===== config.mk =====
export PLATFORM = sky130hd
export DESIGN_NAME = pink_noise_filter_unit_flat
export DESIGN_NICKNAME = d
export VERILOG_FILES = /design/src/rtl/pnf_pkg.sv /design/src/rtl/pnf_white_if.sv /design/src/rtl/pnf_pink_if.sv /design/src/rtl/pink_noise_filter_unit.sv /design/src/flat_wrapper.sv
export VERILOG_INCLUDE_DIRS = /design/src /design/src/rtl
export SDC_FILE = /design/constraint.sdc
export NUM_CORES = 1
export LEC_CHECK = 0
export BUFFER_PORTS_ARGS = -buffer_cell sky130_fd_sc_hd__clkbuf_2
export CAP_MARGIN = 30
export CORE_ASPECT_RATIO = 1.1
export CORE_MARGIN = 1.5
export CORE_UTILIZATION = 60
export CTS_BUF_LIST = sky130_fd_sc_hd__clkbuf_8
export DETAILED_ROUTE_END_ITERATION = 12
export HOLD_SLACK_MARGIN = 0.12
export PLACE_DENSITY = 0.82
export REMOVE_ABC_BUFFERS = 1
export SKIP_LAST_GASP = 1
export SYNTH_ARGS = -nofsm -noshare
export SYNTH_HDL_FRONTEND = slang
export SYNTH_SLANG_ARGS = --single-unit

===== constraint.sdc =====
create_clock -name clk -period 9.4 [get_ports clk]
set_input_delay 1.88 -clock clk [delete_from_list [all_inputs] [get_ports clk]]
set_output_delay 1.88 -clock clk [all_outputs]
set_load 0.02 [all_outputs]

===== src/rtl/pink_noise_filter_unit_defines.svh =====
// Assertion macros shared by the pink noise filter RTL.
`ifndef PINK_NOISE_FILTER_UNIT_DEFINES_SVH
`define PINK_NOISE_FILTER_UNIT_DEFINES_SVH

// Same-cycle implication, sampled on clk, off while in reset.
`define PNF_ASSERT_NOW(label, ante, cons, msg) \
    label: assert property (@(posedge clk) disable iff (!rst_n) (ante) |-> (cons)) \
        else $error(msg);

// Next-cycle implication, sampled on clk, off while in reset.
`define PNF_ASSERT_NEXT(label, ante, cons, msg) \
    label: assert property (@(posedge clk) disable iff (!rst_n) (ante) |=> (cons)) \
        else $error(msg);

`endif


===== src/rtl/pnf_pkg.sv =====
// Shared constants, types and coefficient tables of the pink noise filter.
`default_nettype none

package pnf_pkg;

    // Field and state widths
    localparam int SAMPLE_W = 16;
    localparam int STATE_W  = 32;
    localparam int FRAC_W   = 24;
    localparam int SECTIONS = 6;

    // Running sum of sections holds a few guard bits over the state width
    localparam int SUM_W    = STATE_W + 4;
    localparam int MAG_W    = SUM_W;

    // Serial multiplier: coefficient consumed one digit per cycle
    localparam int DIGIT_W  = 4;
    localparam int COEF_W   = FRAC_W;
    localparam int DIGITS   = COEF_W / DIGIT_W;
    localparam int DIG_W    = $clog2(DIGITS);
    localparam int ACC_W    = MAG_W + DIGIT_W;

    // Sample to Q.24 alignment and output rounding
    localparam int WIDEN_SH   = FRAC_W + 1 - SAMPLE_W;
    localparam int ROUND_HALF = 1 << (WIDEN_SH - 1);
    localparam int SAMPLE_MAX = (1 << (SAMPLE_W - 1)) - 1;

    // Product sequence: pole/gain pair per section, then direct, hold, scale
    localparam int OPS  = 2 * SECTIONS + 3;
    localparam int OP_W = $clog2(OPS);

    typedef logic [OP_W-1:0]  op_t;
    typedef logic [DIG_W-1:0] dig_t;

    localparam op_t  OP_FIRST  = '0;
    localparam op_t  OP_DIRECT = op_t'(2 * SECTIONS);
    localparam op_t  OP_HOLD   = op_t'(2 * SECTIONS + 1);
    localparam op_t  OP_SCALE  = op_t'(2 * SECTIONS + 2);
    localparam dig_t DIG_LAST  = dig_t'(DIGITS - 1);

    typedef enum logic [2:0] {
        ST_IDLE = 3'b001,
        ST_RUN  = 3'b010,
        ST_POST = 3'b100
    } state_t;

    // Coefficient magnitudes in Q.24, in product order
    localparam logic [COEF_W-1:0] COEF_MAG [OPS] = '{
        24'd16758090, 24'd931436,
        24'd16665144, 24'd1259565,
        24'd16257122, 24'd2581208,
        24'd14537458, 24'd5209084,
        24'd9227469,  24'd8941454,
        24'd12777528, 24'd283501,
        24'd8995943,
        24'd1944916,
        24'd1845494
    };

    // Coefficient signs: only the last section's pole and gain are negative
    localparam logic [OPS-1:0] COEF_NEG = 15'b000110000000000;

endpackage

`default_nettype wire


===== src/rtl/pnf_white_if.sv =====
// Input channel carrying white noise samples.
`default_nettype none

interface pnf_white_if import pnf_pkg::*; ();
    logic                       valid;
    logic                       ready;
    logic signed [SAMPLE_W-1:0] white_sample;

    modport source (output valid, output white_sample, input ready);
    modport sink   (input valid, input white_sample, output ready);
endinterface

`default_nettype wire


===== src/rtl/pnf_pink_if.sv =====
// Output channel carrying pink filtered samples.
`default_nettype none

interface pnf_pink_if import pnf_pkg::*; ();
    logic                       valid;
    logic                       ready;
    logic signed [SAMPLE_W-1:0] pink_sample;

    modport source (output valid, output pink_sample, input ready);
    modport sink   (input valid, input pink_sample, output ready);
endinterface

`default_nettype wire


===== src/rtl/pink_noise_filter_unit.sv =====
// Pink noise shaping filter: six one-pole sections on a digit-serial multiplier.
`default_nettype none
`include "pink_noise_filter_unit_defines.svh"

// Takes one signed Q1.15 white noise word and returns one Q1.15 pink word,
// rounded and saturated. State (six Q8.24 sections and the held white term)
// comes out of reset as zero. All fifteen coefficient products of a sample
// run through one shared multiplier that takes the 24-bit coefficient four
// bits per cycle, each product followed by a step that folds it into the
// state. The next word is accepted only after the result of the previous
// one has been written to the output register, so the filter works on one
// word at a time. The output register holds the result until it is taken
// while the filter already works on the next word; if the previous result
// is still waiting when a new one is ready, the filter holds in its last
// step until the output register frees up.
module pink_noise_filter_unit import pnf_pkg::*; (
    input  wire logic  clk,
    input  wire logic  rst_n,
    pnf_white_if.sink  white,
    pnf_pink_if.source pink
);

    // Saturate a wide signed value to the state width
    function automatic logic signed [STATE_W-1:0] sat_state(
        input logic signed [SUM_W-1:0] v
    );
        logic [SUM_W-STATE_W:0] hi_bits;
        hi_bits = v[SUM_W-1:STATE_W-1];
        if (&hi_bits || ~|hi_bits)
            return v[STATE_W-1:0];
        else if (v[SUM_W-1])
            return {1'b1, {(STATE_W-1){1'b0}}};
        else
            return {1'b0, {(STATE_W-1){1'b1}}};
    endfunction

    // Magnitude of a signed operand
    function automatic logic [MAG_W-1:0] mag_of(input logic signed [SUM_W-1:0] v);
        logic signed [SUM_W-1:0] neg_v;
        neg_v = -v;
        return v[SUM_W-1] ? MAG_W'(neg_v) : MAG_W'(v);
    endfunction

    // Control
    state_t                     state_reg, state_next;
    op_t                        op_reg, op_next;
    dig_t                       dig_reg, dig_next;
    logic                       pink_valid_reg, pink_valid_next;

    // Filter state
    logic signed [STATE_W-1:0]  sec_reg [SECTIONS];
    logic signed [STATE_W-1:0]  sec_next [SECTIONS];
    logic signed [STATE_W-1:0]  held_reg, held_next;

    // Per-sample working registers
    logic signed [SAMPLE_W-1:0] white_reg, white_next;
    logic signed [SUM_W-1:0]    sum_reg, sum_next;
    logic signed [SUM_W-1:0]    part_reg, part_next;
    logic signed [SAMPLE_W-1:0] pink_reg, pink_next;

    // Serial multiplier
    logic [MAG_W-1:0]           a_reg, a_next;
    logic [COEF_W-1:0]          c_reg, c_next;
    logic [MAG_W-1:0]           acc_reg, acc_next;
    logic                       rnd_reg, rnd_next;
    logic                       neg_reg, neg_next;

    logic signed [FRAC_W:0]     white_q;
    logic signed [SUM_W-1:0]    white_w;
    logic [ACC_W-1:0]           acc_sum;
    logic [MAG_W:0]             prod_mag;
    logic signed [MAG_W+1:0]    prod_pos;
    logic signed [MAG_W+1:0]    prod_wide;
    logic signed [SUM_W-1:0]    prod;
    logic signed [SUM_W-1:0]    sec_sum;
    logic signed [STATE_W-1:0]  sec_sat;
    logic [MAG_W:0]             round_mag;
    logic [SAMPLE_W-1:0]        y;
    op_t                        op_inc;
    logic signed [SUM_W-1:0]    next_operand;
    logic                       load;
    op_t                        ld_op;
    logic signed [SUM_W-1:0]    ld_val;

    // Sample widened to Q.24
    assign white_q = {white_reg, {WIDEN_SH{1'b0}}};
    assign white_w = SUM_W'(white_q);

    // One multiplier digit: partial sum plus multiplicand times digit
    assign acc_sum = ACC_W'(acc_reg) + ACC_W'(a_reg) * ACC_W'(c_reg[DIGIT_W-1:0]);

    // Finished product, rounded half away from zero on the magnitude
    assign prod_mag  = {1'b0, acc_reg} + (MAG_W+1)'(rnd_reg);
    assign prod_pos  = signed'({1'b0, prod_mag});
    assign prod_wide = neg_reg ? -prod_pos : prod_pos;
    assign prod      = prod_wide[SUM_W-1:0];

    // New section value
    assign sec_sum = part_reg + prod;
    assign sec_sat = sat_state(sec_sum);

    // Output word: drop the extra fraction bits, round, saturate
    assign round_mag = (prod_mag + (MAG_W+1)'(ROUND_HALF)) >> WIDEN_SH;
    always_comb
    begin
        if (!neg_reg)
        begin
            if (round_mag > (MAG_W+1)'(SAMPLE_MAX))
                y = {1'b0, {(SAMPLE_W-1){1'b1}}};
            else
                y = round_mag[SAMPLE_W-1:0];
        end
        else
        begin
            if (round_mag > (MAG_W+1)'(SAMPLE_MAX + 1))
                y = {1'b1, {(SAMPLE_W-1){1'b0}}};
            else
                y = '0 - round_mag[SAMPLE_W-1:0];
        end
    end

    // Operand of the following product; a pole product after a gain product
    // reads the section that rotates into the head slot
    assign op_inc = op_reg + 1'b1;
    always_comb
    begin
        priority if (op_inc == OP_SCALE)
            next_operand = sum_reg;
        else if (op_inc < OP_DIRECT && !op_inc[0])
            next_operand = SUM_W'(sec_reg[1]);
        else
            next_operand = white_w;
    end

    // Sequencer and datapath
    always_comb
    begin
        state_next      = state_reg;
        op_next         = op_reg;
        dig_next        = dig_reg;
        pink_valid_next = pink_valid_reg;
        sec_next        = sec_reg;
        held_next       = held_reg;
        white_next      = white_reg;
        sum_next        = sum_reg;
        part_next       = part_reg;
        pink_next       = pink_reg;
        a_next          = a_reg;
        c_next          = c_reg;
        acc_next        = acc_reg;
        rnd_next        = rnd_reg;
        neg_next        = neg_reg;
        load            = 1'b0;
        ld_op           = op_inc;
        ld_val          = next_operand;

        // Output word taken
        if (pink_valid_reg && pink.ready)
            pink_valid_next = 1'b0;

        unique case (state_reg)
            ST_IDLE:
            begin
                if (white.valid)
                begin
                    white_next = white.white_sample;
                    sum_next   = '0;
                    op_next    = OP_FIRST;
                    load       = 1'b1;
                    ld_op      = OP_FIRST;
                    ld_val     = SUM_W'(sec_reg[0]);
                    state_next = ST_RUN;
                end
            end
            ST_RUN:
            begin
                acc_next = acc_sum[ACC_W-1:DIGIT_W];
                rnd_next = acc_sum[DIGIT_W-1];
                c_next   = c_reg >> DIGIT_W;
                dig_next = dig_reg + 1'b1;
                if (dig_reg == DIG_LAST)
                    state_next = ST_POST;
            end
            ST_POST:
            begin
                if (op_reg == OP_SCALE)
                begin
                    // Last product: wait for a free output register
                    if (!pink_valid_reg || pink.ready)
                    begin
                        pink_next       = signed'(y);
                        pink_valid_next = 1'b1;
                        state_next      = ST_IDLE;
                    end
                end
                else
                begin
                    priority if (op_reg == OP_HOLD)
                        held_next = sat_state(prod);
                    else if (op_reg == OP_DIRECT)
                        sum_next = sum_reg + SUM_W'(held_reg) + prod;
                    else if (op_reg[0])
                    begin
                        // Gain product closes a section; rotate the ring
                        for (int j = 0; j < SECTIONS - 1; j++)
                            sec_next[j] = sec_reg[j+1];
                        sec_next[SECTIONS-1] = sec_sat;
                        sum_next = sum_reg + SUM_W'(sec_sat);
                    end
                    else
                        part_next = prod;
                    op_next    = op_inc;
                    load       = 1'b1;
                    state_next = ST_RUN;
                end
            end
            default:
            begin
                state_next = ST_IDLE;
            end
        endcase

        // Set up the multiplier for the next product
        if (load)
        begin
            a_next   = mag_of(ld_val);
            neg_next = ld_val[SUM_W-1] ^ COEF_NEG[ld_op];
            c_next   = COEF_MAG[ld_op];
            acc_next = '0;
            rnd_next = 1'b0;
            dig_next = '0;
        end
    end

    // Control and filter state
    always_ff @(posedge clk or negedge rst_n)
    begin
        if (!rst_n)
        begin
            state_reg      <= ST_IDLE;
            op_reg         <= OP_FIRST;
            dig_reg        <= '0;
            pink_valid_reg <= 1'b0;
            held_reg       <= '0;
            for (int j = 0; j < SECTIONS; j++)
                sec_reg[j] <= '0;
        end
        else
        begin
            state_reg      <= state_next;
            op_reg         <= op_next;
            dig_reg        <= dig_next;
            pink_valid_reg <= pink_valid_next;
            held_reg       <= held_next;
            sec_reg        <= sec_next;
        end
    end

    // Working registers
    always_ff @(posedge clk)
    begin
        white_reg <= white_next;
        sum_reg   <= sum_next;
        part_reg  <= part_next;
        pink_reg  <= pink_next;
        a_reg     <= a_next;
        c_reg     <= c_next;
        acc_reg   <= acc_next;
        rnd_reg   <= rnd_next;
        neg_reg   <= neg_next;
    end

    assign white.ready      = (state_reg == ST_IDLE);
    assign pink.valid       = pink_valid_reg;
    assign pink.pink_sample = pink_reg;

    // Checks
    `PNF_ASSERT_NEXT(a_accept_starts_first, white.valid && white.ready,
        state_reg == ST_RUN && op_reg == OP_FIRST && dig_reg == '0,
        "accepted word did not start the first product")
    `PNF_ASSERT_NEXT(a_run_ends_in_post, state_reg == ST_RUN && dig_reg == DIG_LAST,
        state_reg == ST_POST, "multiplier did not finish after the last digit")
    `PNF_ASSERT_NOW(a_coef_consumed, state_reg == ST_POST, c_reg == '0,
        "product used before all coefficient digits were consumed")
    `PNF_ASSERT_NOW(a_result_from_scale, $rose(pink_valid_reg),
        $past(state_reg == ST_POST && op_reg == OP_SCALE),
        "output word raised outside the final scaling step")

endmodule

`default_nettype wire


===== src/flat_wrapper.sv =====
// flat-port wrapper written by rule: the top's interface ports become plain ports
module pink_noise_filter_unit_flat import pnf_pkg::*;
  (clk, rst_n, white_valid, white_white_sample, white_ready, pink_valid, pink_pink_sample, pink_ready);
  pnf_white_if white_i ();
  pnf_pink_if pink_i ();
  input  wire logic clk;
  input  wire logic rst_n;
  input wire logic [$bits(white_i.valid)-1:0] white_valid;
  input wire logic [$bits(white_i.white_sample)-1:0] white_white_sample;
  output wire logic [$bits(white_i.ready)-1:0] white_ready;
  output wire logic [$bits(pink_i.valid)-1:0] pink_valid;
  output wire logic [$bits(pink_i.pink_sample)-1:0] pink_pink_sample;
  input wire logic [$bits(pink_i.ready)-1:0] pink_ready;
  assign white_i.valid = white_valid;
  assign white_i.white_sample = white_white_sample;
  assign white_ready = white_i.ready;
  assign pink_valid = pink_i.valid;
  assign pink_pink_sample = pink_i.pink_sample;
  assign pink_i.ready = pink_ready;
  pink_noise_filter_unit u_core (.clk(clk), .rst_n(rst_n), .white(white_i), .pink(pink_i));
endmodule

# After elaboration in Yosys (flattened, before gate mapping)
# Memory sizes are Yosys's and may differ from the RTL's.
# Index checks and enable logic that the tools add are counted.
dict set report totals {
  mem_count 2
  output_inout_bits 18
  wordCells 127
  register_bits 437
  in_bits 20
  mem_bits_ro 400
}
dict set report classes {
  n_addsub 12
  bitwise_logic 6
  order_cmp 5
  reduce_logical 23
  n_eq_ne 14
  muxes 43
  n_mul 1
}
# name depth word_bits rd rd_clocked_by_memory_dff wr line_no
set memory_table {}
lappend memory_table {{(name not given)} 16 24 1 0 0 pink_noise_filter_unit.sv:228} ;# c_next = COEF_MAG[ld_op];
lappend memory_table {{(name not given)} 16 1 1 0 0 pink_noise_filter_unit.sv:227} ;# neg_next = ld_val[SUM_W-1] ^ COEF_NEG[ld_op];
# op count
set op_table {}
lappend op_table {{$mux W36} 10}
lappend op_table {{$mux W32} 4}
lappend op_table {{$mux W24} 4}
lappend op_table {{$add A36 B32 Y36} 2}
lappend op_table {{$add A36 B36 Y36} 2}
lappend op_table {{$neg A36 Y36} 2}
lappend op_table {{$pmux W36 S2} 1}
lappend op_table {{$mux W16} 3}
lappend op_table {{$add A36 B40 Y40} 1}
lappend op_table {{$mul A36 B4 Y40} 1}
lappend op_table {{$add A36 B1 Y37} 1}
lappend op_table {{$add A37 B9 Y37 const B} 1}
lappend op_table {{$mux W35} 1}
lappend op_table {{$gt A28 B15 Y1 const B} 1}
lappend op_table {{$gt A28 B16 Y1 const B} 1}
lappend op_table {{$reduce_and A5 Y1} 5}
lappend op_table {{$mux W3} 6}
lappend op_table {{$eq A4 B4 Y1 const B} 4}
lappend op_table {{$mux W4} 4}
lappend op_table {{$sub A1 B16 Y16 const A} 1}
lappend op_table {{$reduce_and A3 Y1} 4}
lappend op_table {{$reduce_or A5 Y1} 2}
lappend op_table {{$pmux W3 S3} 1}
lappend op_table {{$pmux W4 S2} 1}
lappend op_table {{other kinds (22)} 41}

# Logic depth before layout (Yosys ltp)
dict set report logic_depth {
  ltp_word 14
  mapped_depth 38
  depth_no_buf 36
}

# Least setup slack after synthesis
# OpenSTA, ideal clock, no wires.
dict set report synth_timing {
  path_type {reg2reg}
  start {register u_core.acc_reg[0]}
  end {register u_core.sum_reg[32] (data pin)}
  n_path_buf 2
  arrival_ns 7.796
  t_required_ns 9.136
  setup_slack_ns 1.340
  stages_incl_launch_ff 36
  cell_sequence {dfxtp_1 > ha_1 > buf_2 > nand3_1 > or4_1 > a211o_1 > or3_1 > nor3_1 > a21oi_1 > xnor2_1 > ha_1 > a21o_1 > a21o_1 > a21oi_1 > o21ai_0 > a2111oi_0 > a211oi_1 > o21ai_0 > nor3b_1 > nor4_1 > nor2_1 > clkbuf_1 > nor2_1 > ha_1 > fa_1 > a21o_1 > a21o_1 > a211oi_1 > o21ai_0 > a21o_1 > a21oi_1 > o211ai_1 > a31oi_1 > a21oi_1 > xnor2_1 > o22ai_1}
}
dict set report synth_via {
  elab_chain_len 14
}
# item line_no
set synth_lines {}
lappend synth_lines {{from (decl)} pink_noise_filter_unit.sv:64} ;# logic [MAG_W-1:0] acc_reg, acc_next;
lappend synth_lines {{from (signal assigned)} pink_noise_filter_unit.sv:268} ;# acc_reg <= acc_next;
lappend synth_lines {{$add A36 B1 Y37 (*)} pink_noise_filter_unit.sv:93} ;# assign prod_mag = {1'b0, acc_reg} + (MAG_W+1)'(rnd_reg);
lappend synth_lines {{$neg A36 Y36} pink_noise_filter_unit.sv:95} ;# assign prod_wide = neg_reg ? -prod_pos : prod_pos;
lappend synth_lines {{$mux W36 (*)} pink_noise_filter_unit.sv:95}
lappend synth_lines {{net u_core.prod_wide[19]} pink_noise_filter_unit.sv:73} ;# logic signed [MAG_W+1:0] prod_wide;
lappend synth_lines {{$add A36 B36 Y36 (*)} pink_noise_filter_unit.sv:99} ;# assign sec_sum = part_reg + prod;
lappend synth_lines {{$reduce_or A5 Y1} pink_noise_filter_unit.sv:29} ;# if (&hi_bits || ~|hi_bits)
lappend synth_lines {{$logic_not A1 Y1} pink_noise_filter_unit.sv:29}
lappend synth_lines {{$logic_or A1 B1 Y1} pink_noise_filter_unit.sv:29}
lappend synth_lines {{$mux W32 (*)} pink_noise_filter_unit.sv:29}
lappend synth_lines {{net u_core.sec_sat[0]} pink_noise_filter_unit.sv:76} ;# logic signed [STATE_W-1:0] sec_sat;
lappend synth_lines {{$add A36 B32 Y36 (*)} pink_noise_filter_unit.sv:208} ;# sum_next = sum_reg + SUM_W'(sec_sat);
lappend synth_lines {{$mux W36 (*)} pink_noise_filter_unit.sv:202} ;# else if (op_reg[0])
lappend synth_lines {{$mux W36 (*)} pink_noise_filter_unit.sv:200} ;# else if (op_reg == OP_DIRECT)
lappend synth_lines {{$mux W36 (*)} pink_noise_filter_unit.sv:198} ;# priority if (op_reg == OP_HOLD)
lappend synth_lines {{$mux W36 (*)} pink_noise_filter_unit.sv:186} ;# if (op_reg == OP_SCALE)
lappend synth_lines {{$pmux W36 S2 (*)} pink_noise_filter_unit.sv:161} ;# unique case (state_reg)
lappend synth_lines {{to (signal assigned)} pink_noise_filter_unit.sv:263} ;# sum_reg <= sum_next;
lappend synth_lines {{to (decl)} pink_noise_filter_unit.sv:57} ;# logic signed [SUM_W-1:0] sum_reg, sum_next;
# The timed path passes the listed nets; every way through them passes the cells marked *. The select of a mux whose other input is x is not followed.
# A chain may end at the register's enable or synchronous reset.

# Final worst setup path
# Ends and elaborated chain as after synthesis.

==> metrics.md <==
| Metric | Value |
|---|---|
| Number of DRC markers in iteration 0 | 2601 |
| Die Span X | ~230 um |
| Final slew viol count | 0 |
| Skew-Pair Late Insertion Delay | 710 ps |
| Sink Count | 437 |
| Commonest non-fill, non-tap cell in the layout | nand2_1 |
| Critical path's slowest cell | or3_1 |
| Worst hold stages | 2 |
| Drt wl/cell | 19.90 um |
| Crit path buf inv count | 2 |
| Fillers | 4596 |
| Synth Area per Inst | about 8.6 um^2 |
| Largest net degree at the start of global routing | ~120 |
| First-pass GRT wire length | around 150000 um |
| Num rows | 90 |
| Worst r2r dst | u_core.sum_reg[32]$_SDFFCE_PN0P_ |
| WHS Endpoint | u_core.sec_reg[152]$_DFFE_PN0P_ |
| Status | complete, no violations |
| GR Overflow Total | 0 |
| Die H | 249.7 um |
| Bufs on Longest Clock Path | 3 |
| Hold slack | 439.8 ps |
| Clock Skew | 49.80 ps |
| Die area | 56740 um^2 |
| Startpoint Class | flop |
| Post-DP HPWL | roughly 70000 um |
| Top_reg_cell synth | dfrtp_1 |
| Worst reg2reg startpoint | u_core.acc_reg[0]$_SDFFE_PP0P_ |
| Worst Path Required | 9850 ps |
| Worst Tran Pin Value | 1147 ps |
| Slew headroom | between 20% and 30% |
| Power per cell area | 425.3 nW/um^2 |
| Num ports | 38 |
| Vias | roughly 28000 |
| Drc violations | 0 |
| P&R area growth vs syn | 8.919% |
| Ratio of cells with drive above 1 in the final layout | 8.787% |
| Number of flops mapped to enable cells by yosys | 165 |
| CTS root buffer | clkbuf_8 |
| Crit share post-route | between 90% and 100% |
| Hold Violations, Final | 0 |
| Non-Filler Instances | approximately 4700 |
| Post-Place Worst Slack | 259.6 ps |
| TritonCTS clock tree | built |
| Max Clock Freq | 0.1115 GHz |
| Data arrival time of the critical path | 9410 ps |
| Async S/R FF share, synth | between 50% and 60% |
| Setup violators final | 0 |
| DRT antenna net count | 0 |
| Number of flip-flops under the largest register name | 192 |
| WL final | slightly above 90000 um |
| Sequential area share after synthesis | 34.88% |
| Syn Std Cell Area | ~33000 um^2 |
| RSZ-0062 raised after global routing | yes |
| Synth Warn # | 0 |
| Hold-fix buffers, CTS | 0 |
| Fin nets | ~4200 |
| GRT Total Usage | between 30% and 40% |
| IO Port Bufs | 37 |
| R2r setup slk | 430 ps |
| Drt first pass iters | 6 |
| Core Area | 54730 um^2 |
| Final Worst Setup Slack | 433.6 ps |
| Max stage delay on crit path | 480 ps |
| Lkg Pwr | 17.04 nW |
| Post-synth cell types | 97 |
| Max-cap violations | 0 |
| Worst hold path class | reg -> reg |
| CTS H-tree lvls | 3 |
| Crit end category | flop |
| Antenna violations before repair | 2 |
| Initial Util | 60.65% |
| Reg2Reg Depth | 36 |
| Vias per cell | 6.054 |
| Crit-path max FO | 20 |
| Most frequent CP cell | a21oi_1 |
| Most frequent cells in the layout | 854 x nand2_1, 335 x inv_1, 234 x dfrtp_1, 218 x a21oi_1, 198 x nor2_1 |
| Hold Crit Start | u_core.sec_reg[120]$_DFFE_PN0P_ |
| Delay-heaviest family, CP | compound AO/OA/AOI/OAI gates |
| Reg clk slew, reported paths | 60 ps |
| Maximum vdd ir drop | roughly 0.22 mV |
| Fin crit period | 8966 ps |
| Vias in the first global route | 27050 |
| Placer Congestion | 0.9967 |
| Num CTS Buffers | 75 |
| FF+latch count, synth | 437 |
| Crit Path Category | reg -> reg |
| Post-Synthesis Cells | 3846 |
| Cell count after placement | 4540 |
## stage by stage
step                      cell area (um^2)  power [W]  util (%)  setup TNS, ps
after CTS                            35930    0.01513     65.64              0
after global routing                 36150    0.01668     66.06         -74.25
after detailed placement             34450    0.01331     62.94              0
final                                36150    0.01537     66.06              0
after global placement               34410    0.01319     62.87              0
after floorplan                      32450    0.01047         -          -8700
## cell usage after synthesis (13+ instances only)
cell / number / area share (%)
edfxtp_1: 165 / 15
and2_1: 66 / 1.2
o211ai_1: 23 / 0.52
a21o_1: 74 / 1.7
buf_2: 15 / 0.23
a31oi_1: 38 / 0.72
xnor2_1: 159 / 4.2
dfrtp_1: 234 / 18
a221o_1: 32 / 0.97
nand2b_1: 32 / 0.60
and3_1: 34 / 0.64
dfxtp_1: 37 / 2.2
fa_1: 140 / 8.4
or2_2: 14 / 0.26
clkbuf_1: 144 / 1.6
nor2b_1: 25 / 0.47
nor3_1: 56 / 0.84
inv_1: 310 / 3.5
nor3b_1: 14 / 0.32
o21ai_1: 15 / 0.23
buf_1: 14 / 0.16
mux2i_1: 24 / 0.72
o21a_1: 22 / 0.50
nand2_1: 854 / 9.7
o31a_1: 16 / 0.42
o22ai_1: 17 / 0.32
or3_1: 27 / 0.51
o21bai_1: 18 / 0.41
nor4_1: 20 / 0.38
o31ai_1: 13 / 0.29
nand3_1: 72 / 1.1
nand4_1: 39 / 0.74
nor2_1: 202 / 2.3
xor2_1: 78 / 2.1
a211oi_1: 28 / 0.63
ha_1: 178 / 6.7
a21oi_1: 219 / 3.3
o21ai_0: 177 / 2.7
## worst max path at each step
stage | from | end | slack (ps) | depth (start not counted)
floorplan | u_core.op_reg[0]$_DFFE_PN0P_ | u_core.sec_reg[14]$_DFFE_PN0P_ | -370 | 7
global route | u_core.acc_reg[0]$_SDFFE_PP0P_ | u_core.sum_reg[32]$_SDFFCE_PN0P_ | -40 | 37
global placement | u_core.acc_reg[0]$_SDFFE_PP0P_ | u_core.sum_reg[32]$_SDFFCE_PN0P_ | 340 | 36
detailed placement | u_core.acc_reg[0]$_SDFFE_PP0P_ | u_core.sum_reg[32]$_SDFFCE_PN0P_ | 260 | 37
CTS | u_core.acc_reg[0]$_SDFFE_PP0P_ | u_core.sum_reg[32]$_SDFFCE_PN0P_ | 210 | 37
finish | u_core.acc_reg[0]$_SDFFE_PP0P_ | u_core.sum_reg[32]$_SDFFCE_PN0P_ | 430 | 36
## worst register-to-register path: cells and delay by family, from the launching register on
kind	cells	cell delay, ps
adder cells (fa/ha/maj)	5	1440
XOR/XNOR	3	670
AO/OA/AOI/OAI	20	4150
AND/OR/NAND/NOR	6	1750
buffers and inverters	2	400
flip-flops	1	320
## routing by layer
metal / vias up / global-route usage [%] / part of all wire [%]
met3: 205 / 5.039 / 8.1
met5: - / 0 / 0.013
li1: 13300 / - / -
met4: 2 / 12.36 / 3.4
met2: 1195 / 52.24 / 46
met1: 13670 / 47.30 / 43
## cells by family after synthesis
family | after synthesis | synth area share (%)
fa+ha+maj | 318 | 15.15
compound gates | 821 | 16.24
mux | 32 | 0.9952
simple gates | 1507 | 20.58
xor+xnor | 239 | 6.386
buf+inv | 492 | 5.756
flops | 437 | 34.88
## power by group
group          internal (W)  switching, W
combinational       0.00458       0.00650
sequential          0.00232      0.000254
clock              0.000879      0.000844
total               0.00777       0.00760
## what timing repair did
action / 4_1_cts / 5_1_grt
endpoints found under the hold margin: 0 / 0
gates resized for setup: 0 / 23
buffers inserted: 0 / 8
endpoints found under the setup margin: 0 / 14
## cell type report
| class | count | area [um^2] | share of cell area (%) |
|---|---|---|---|
| flip-flops and latches | 437 | 11580 | 32.03 |
| diodes | 1 | 2.502 | 0.006922 |
| multi-input cells | 2917 | 19890 | 55.01 |
| clock inverters | 45 | 239.0 | 0.6611 |
| inverters | 311 | 1167 | 3.229 |
| well taps | 736 | 920.9 | 2.547 |
| clock buffers | 90 | 1239 | 3.426 |
| repair buffers | 149 | 1119 | 3.094 |
Power figures use the tool's default switching activity.
